$ cat config.mk
export PLATFORM = sky130hd
export DESIGN_NAME = stlb_search
export DESIGN_NICKNAME = d
export VERILOG_FILES = /design/src/stlb_pkg.sv /design/src/stlb_search.sv
export SDC_FILE = /design/constraint.sdc
export NUM_CORES = 1
export LEC_CHECK = 0
export BUFFER_PORTS_ARGS = -buffer_cell sky130_fd_sc_hd__buf_2
export CAP_MARGIN = 25
export CELL_PAD_IN_SITES_DETAIL_PLACEMENT = 0
export CELL_PAD_IN_SITES_GLOBAL_PLACEMENT = 1
export CORE_MARGIN = 1
export CORE_UTILIZATION = 42
export CTS_CLUSTER_DIAMETER = 150
export DETAILED_ROUTE_END_ITERATION = 6
export PLACE_DENSITY_LB_ADDON = 0.1
export SYNTH_ARGS = -nofsm -noshare
export SYNTH_HDL_FRONTEND = slang
export SYNTH_SLANG_ARGS = --single-unit
$ cat constraint.sdc
create_clock -name clk -period 5.4 [get_ports clk]
set_input_delay 0.27 -clock clk [delete_from_list [all_inputs] [get_ports clk]]
set_output_delay 0.27 -clock clk [all_outputs]
set_load 0.03 [all_outputs]
$ cat src/stlb_pkg.sv
// Shared types and constants for the sorted table lower-bound block.
// Depends on nothing; used by stlb_search and sorted_table_lower_bound_top.
package stlb_pkg;

    // Command codes carried in the command field of an input beat.
    localparam logic CMD_WRITE = 1'b0;
    localparam logic CMD_QUERY = 1'b1;

    // Search sequencer states.
    typedef enum logic [1:0]
    {
        SRCH_IDLE,
        SRCH_PROBE,
        SRCH_FINISH
    } srch_state_t;

    // Requests from the top level to the search sequencer.
    typedef struct packed
    {
        logic start;   // a query beat is accepted this cycle
        logic load;    // the output register takes the finished answer
    } srch_ctl_t;

    // Status returned by the search sequencer.
    typedef struct packed
    {
        logic busy;    // a query is in progress or its answer is pending
        logic done;    // the answer on position is final
    } srch_stat_t;

endpackage

$ cat src/stlb_search.sv
// Binary search sequencer: keeps the low and high bounds, issues one probe
// read a cycle to the entry RAM and narrows the range on the returned entry.
// Depends on stlb_pkg.
module stlb_search #(
    parameter int TABLE_DEPTH = 1024,
    parameter int VALUE_WIDTH = 32
) (
    input  logic                              clk,
    input  logic                              rst_n,
    input  stlb_pkg::srch_ctl_t               ctl,
    output stlb_pkg::srch_stat_t              stat,
    input  logic signed [VALUE_WIDTH-1:0]     key,
    input  logic [$clog2(TABLE_DEPTH+1)-1:0]  count,
    output logic                              rd_en,
    output logic [$clog2(TABLE_DEPTH)-1:0]    rd_addr,
    input  logic signed [VALUE_WIDTH-1:0]     rd_data,
    output logic [$clog2(TABLE_DEPTH+1)-1:0]  position
);

    localparam int IDX_W = $clog2(TABLE_DEPTH);
    localparam int POS_W = $clog2(TABLE_DEPTH + 1);

    stlb_pkg::srch_state_t state_reg, state_next;

    logic [POS_W-1:0]             low_reg, low_next;
    logic [POS_W-1:0]             high_reg, high_next;
    logic [POS_W-1:0]             mid_reg, mid_next;
    logic signed [VALUE_WIDTH-1:0] key_reg, key_next;

    // Bounds after the probe whose entry has just come back.
    logic             entry_less;
    logic [POS_W-1:0] low_step;
    logic [POS_W-1:0] high_step;
    logic [POS_W:0]   bound_sum;
    logic             range_open;

    always_comb
    begin
        entry_less = rd_data < key_reg;
        low_step   = entry_less ? mid_reg + POS_W'(1) : low_reg;
        high_step  = entry_less ? high_reg : mid_reg;
        bound_sum  = {1'b0, low_step} + {1'b0, high_step};
        range_open = low_step < high_step;
    end

    // State register.
    always_ff @(posedge clk or negedge rst_n)
    begin
        if (!rst_n)
        begin
            state_reg <= stlb_pkg::SRCH_IDLE;
            low_reg   <= '0;
            high_reg  <= '0;
        end
        else
        begin
            state_reg <= state_next;
            low_reg   <= low_next;
            high_reg  <= high_next;
        end
    end

    // Payload registers need no reset.
    always_ff @(posedge clk)
    begin
        mid_reg <= mid_next;
        key_reg <= key_next;
    end

    // Next state.
    always_comb
    begin
        state_next = state_reg;
        unique case (state_reg)
            stlb_pkg::SRCH_IDLE:
            begin
                if (ctl.start)
                begin
                    state_next = (count == '0) ? stlb_pkg::SRCH_FINISH
                                               : stlb_pkg::SRCH_PROBE;
                end
            end
            stlb_pkg::SRCH_PROBE:
            begin
                if (!range_open)
                begin
                    state_next = stlb_pkg::SRCH_FINISH;
                end
            end
            stlb_pkg::SRCH_FINISH:
            begin
                if (ctl.load)
                begin
                    state_next = stlb_pkg::SRCH_IDLE;
                end
            end
            default:
            begin
                state_next = stlb_pkg::SRCH_IDLE;
            end
        endcase
    end

    // Bounds, probe address and status.
    always_comb
    begin
        low_next  = low_reg;
        high_next = high_reg;
        mid_next  = mid_reg;
        key_next  = key_reg;
        rd_en     = 1'b0;
        stat.busy = 1'b1;
        stat.done = 1'b0;
        unique case (state_reg)
            stlb_pkg::SRCH_IDLE:
            begin
                stat.busy = 1'b0;
                if (ctl.start)
                begin
                    // First probe goes out in the accepting cycle, unless the count is zero.
                    low_next  = '0;
                    high_next = count;
                    mid_next  = count >> 1;
                    key_next  = key;
                    rd_en     = (count != '0);
                end
            end
            stlb_pkg::SRCH_PROBE:
            begin
                low_next  = low_step;
                high_next = high_step;
                mid_next  = bound_sum[POS_W:1];
                rd_en     = range_open;
            end
            stlb_pkg::SRCH_FINISH:
            begin
                stat.done = 1'b1;
            end
            default:
            begin
                stat.busy = 1'b0;
            end
        endcase
    end

    assign rd_addr  = mid_next[IDX_W-1:0];
    assign position = low_reg;

endmodule

== After elaboration in Yosys (flattened, before gate mapping) ==
Cells that the tools add are included.
Word-level totals
  register bits after elaboration: 67
  input bits: 79
  output and inout bits: 24
  word-level logic and storage cells: 40
Cells by class
  order comparisons: 2
  add/subtract/negate cells: 2
  reduce and logical (&&, ||, !) cells: 8
  equal/unequal tests: 5
  multiplexer cells: 17
Operator list (number)
  $pmux 11 s2: 3
  $mux 11: 5
  $lt 32x32->1: 1
  $add 11x11->12: 1
  $add 11x1->11 const B: 1
  $logic_not 11->1: 1
  $lt 11x11->1: 1
  $reduce_bool 11->1: 1
  $mux 2: 4
  $ne 2x2->1 const B: 3
  $pmux 2 s3: 1
  $reduce_and 2->1: 2
  $mux 1: 3
  $reduce_and 3->1: 1
  $eq 2x1->1 const B: 1
  $eq 2x2->1 const B: 1
  $logic_not 2->1: 1
  $pmux 1 s2: 1
  $reduce_bool 2->1: 1
  $reduce_or 2->1: 1

== Depth between registers and ports, before layout ==
  depth in word-level cells: 5
  mapped depth: 21
  mapped depth without buffers: 18

== Worst setup path after synthesis ==
OpenSTA, ideal clock, no wires.
  path type: flip-flop to output port
  start: register key_reg[14]
  end: output port rd_addr[8]
  cell stages (with the launch flop): 22
  setup slack: 0.514 ns
  arrival time: 4.616 ns
  path buffers: 3
  data required time: 5.130 ns
  cells stage by stage: edfxtp_1 -> inv_1 -> ha_1 -> nand4_1 -> or4_1 -> o311ai_2 -> o211ai_2 -> a21bo_4 -> buf_6 -> buf_2 -> nor2_1 -> a21oi_1 -> ha_1 -> inv_1 -> or4b_2 -> a21oi_1 -> a211oi_2 -> o41ai_2 -> o21ai_1 -> mux2i_1 -> o21ai_1 -> buf_4
On the way
  longest elaborated chain between the ends: 4
  elaborated cells on any way between the ends: 5
  classes of those cells: add/sub (1); order compare (1); mux (3)
RTL lines
  start, declared: line stlb_search.sv:28  | logic signed [VALUE_WIDTH-1:0] key_reg, key_next;
  start signal, assigned: line stlb_search.sv:67  | key_reg <= key_next;
  $lt 32x32->1 *: line stlb_search.sv:39  | entry_less = rd_data < key_reg;
  $mux 11 (on tied branches): line stlb_search.sv:40, stlb_search.sv:41
  $add 11x11->12 *: line stlb_search.sv:42  | bound_sum = {1'b0, low_step} + {1'b0, high_step};
  $pmux 11 s2 *: line stlb_search.sv:114  | unique case (state_reg)
  end, declared: line stlb_search.sv:15  | output logic [$clog2(TABLE_DEPTH)-1:0] rd_addr,
Every way passes the cells marked *; elsewhere a longest branch is shown, timed or not.

== Final worst setup path ==
  start: register key_reg[10]
  end: output port rd_addr[9]
Same word-level chain as after synthesis.

==> flow_summary.json <==
{
  "outcome": "completed",
  "rsz0062_at_grt": "no",
  "cap_violations": 0,
  "root_buffer": "clkbuf_8",
  "final_cell_mix": "buf_2 (101), inv_1 (56), ha_1 (51)",
  "final_common_cell": "buf_2",
  "cts.sinks": 67,
  "cts_buffers": 9,
  "skew_ns": 0.00973,
  "first_pass_iters": 4,
  "power.leakage_nw": 2.65,
  "final-hold-violation-count": 0,
  "dieArea_um2": 11700,
  "cts_max_level": 3,
  "layout-drive-gt1-share": 0.266,
  "synth_cell_types": 70,
  "gp_congestion": 0.853,
  "ys_seq_elements": 67,
  "synth-warning-count": 0,
  "crit_fanout": 8,
  "reg2reg_from": "key_reg[10]",
  "die_y_um": 108,
  "port_buffers": 102,
  "clk-insertion-delay-late_ns": 0.36,
  "power.density_nw_per_um2": 621,
  "critical_path_required_ns": 5.13,
  "synth-edff-count": 33,
  "areaGrowthSynthToFinish_pct": 19.9,
  "timing.final.crit_share": 0.938,
  "row_count": 38,
  "cts_tree": "done",
  "ir_drop_mv": 0.381,
  "post_synth.cell_area_avg_um2": 9.49,
  "fin_tns_setup_ns": 0,
  "fin_crit_ns": 5.07,
  "synthArstFlopShare": 0.358,
  "first_global_vias": 3912,
  "die_w_um": 108,
  "switching_power_mw": 1.73,
  "intPower_mw": 1.78,
  "swShare": 0.492,
  "fmax_mhz": 197,
  "dp_hpwl_um": 8840,
  "yosysSeqAreaShare": 0.380,
  "ys.flop_type": "edfxtp_1",
  "critPathLaunchType": "register",
  "power_frac_comb": 0.632,
  "cp_data_arrival_time_ns": 4.80,
  "antenna_found_initial": 0,
  "ioPinCount": 103,
  "holdWs_ns": 0.0861,
  "crit_start": "key_reg[10]",
  "wl_per_cell_um": 16.3,
  "vias": 3936,
  "pwr-share-seq": 0.243,
  "diodes": 0,
  "r2r_cells": 20,
  "final_nets": 726,
  "r2r_setup_slack_ns": 0.89,
  "wirelength_um": 12000,
  "coreArea_um2": 10900,
  "tightest_slew_ns": 0.773,
  "drt_iter0_drc": 183,
  "hold_path_class": "in2reg",
  "r2r-end": "mid_reg[10]",
  "crit_path_end_kind": "output port",
  "p_clk_frac": 0.125,
  "antenna_left": 0,
  "layout.cells.non_filler": 737,
  "setup.worst_path.end": "rd_addr[9]",
  "placed_cells": 716,
  "grt_remaining_overflow": 0,
  "drv_slew": 0,
  "synth_fp_nets": 631,
  "largest_reg_flops": 32,
  "start_util": 0.433,
  "syn_inst": 497,
  "slew_headroom": 0.485,
  "via_per_inst": 5.34,
  "clk_pin_slew_ns": 0.08,
  "critical_path_class": "reg2out",
  "power.total_mw": 3.51,
  "syn-cell-area_um2": 4720,
  "grt_max_degree": 43,
  "track_usage": 0.218,
  "grt_first_pass_wirelength_um": 19200,
  "drc": 0,
  "clockBufferDepth": 2,
  "finalSetupViolations": 0
}
## cell families (layout without fill, tap and decap cells)
family,Yosys count,after routing,synth area share
AO/OA/AOI/OAI,128,128,0.198
AND/OR/NAND/NOR,127,127,0.129
XOR/XNOR,13,13,0.0241
flip-flops,67,67,0.380
multiplexers,20,20,0.0443
adder cells (fa/ha/maj),55,55,0.146
buffers and inverters,87,187,0.0793
## per-layer routing
layer | wire, um | global-route usage
met1 | 5420 | 0.268
met2 | 5990 | 0.384
met3 | 526 | 0.0494
met4 | 84 | 0.0577
met5 | 0 | 0
## synth_stat cells, drive strengths merged, types with 3 or more instances
master | n | area share
a222oi | 4 | 0.0085
a32o | 11 | 0.023
a21o | 4 | 0.0064
nand3 | 7 | 0.0074
nor3 | 7 | 0.0074
xor2 | 6 | 0.011
o21a | 6 | 0.0095
a22oi | 4 | 0.0064
a21oi | 34 | 0.036
inv | 57 | 0.045
a211oi | 3 | 0.0058
a2111oi | 3 | 0.0098
o21ai | 26 | 0.028
xnor2 | 7 | 0.013
mux2 | 4 | 0.0095
buf | 14 | 0.021
dfrtp | 24 | 0.13
nor4 | 4 | 0.0053
o211ai | 5 | 0.0090
nand4 | 5 | 0.0066
a31oi | 5 | 0.0080
dfxtp | 10 | 0.042
ha | 55 | 0.15
nand2 | 32 | 0.025
mux2i | 16 | 0.035
nor2 | 47 | 0.037
nand2b | 7 | 0.011
edfxtp | 33 | 0.21
or3 | 5 | 0.0066
and3 | 3 | 0.0040
clkbuf | 15 | 0.012
## what timing repair did
action                                 4_1_cts  5_1_grt
setup endpoints to repair                    1        6
endpoints found under the hold margin       24        0
setup buffers                                0        3
resized for setup                            2       16
hold buffers                                 1        0
pin swaps                                    1        9
## power groups by stage
| stage | sequential, mW | clock (mW) | combinational (mW) |
|---|---|---|---|
| 6_report | 0.854 | 0.438 | 2.22 |
| 2_1_floorplan | 0.853 | 0 | 1.69 |
| 5_1_grt | 0.877 | 0.476 | 2.48 |
| 4_1_cts | 0.851 | 0.450 | 2.15 |
| 3_5_place_dp | 0.860 | 0 | 2.13 |
| 3_3_place_gp | 0.859 | 0 | 2.11 |
## critical path, stage by stage, from the launching register on
cell and delay (ns):
edfxtp_1 0.32, inv_1 0.04, ha_1 0.29, nand4_1 0.13, or4_4 0.54, o311ai_4 0.29, o211ai_2 0.12, a21bo_4 0.29
mux2_2 0.32, ha_4 0.29, inv_1 0.04, ha_1 0.19, nor2_1 0.15, o21bai_1 0.14, a31oi_2 0.30, nor3_1 0.13
or4b_1 0.52, nand3_1 0.13, buf_2 0.20
## cell type report
| class | instances | area (um^2) |
|---|---|---|
| Tap cell | 140 | 175 |
| Fill cell | 1051 | 5230 |
| Sequential cell | 67 | 1790 |
| Timing Repair Buffer | 113 | 611 |
| Clock buffer | 10 | 138 |
| Multi-Input combinational cell | 343 | 2660 |
| Clock inverter | 6 | 65.1 |
| Inverter | 58 | 218 |
## how the worst min path moves through the flow
| stage | start | endpoint | cells after the start |
|---|---|---|---|
| after global placement | rst_n | high_reg[4] | 1 |
| final | key[13] | key_reg[13] | 1 |
| after CTS | key[21] | key_reg[21] | 1 |
| after floorplan | rst_n | high_reg[0] | 0 |
| after detailed placement | rst_n | position[4] | 1 |
| after global routing | key[13] | key_reg[13] | 1 |
## per-stage QoR
step	area (um^2)	setup slack (ns)	util
after floorplan	4720	0.514	-
after global placement	5310	0.377	0.487
after detailed placement	5310	0.340	0.487
after CTS	5520	0.0554	0.507
after global routing	5660	0.0138	0.520
final	5660	0.334	0.520
No activity file was read; power rests on OpenSTA's default activity.
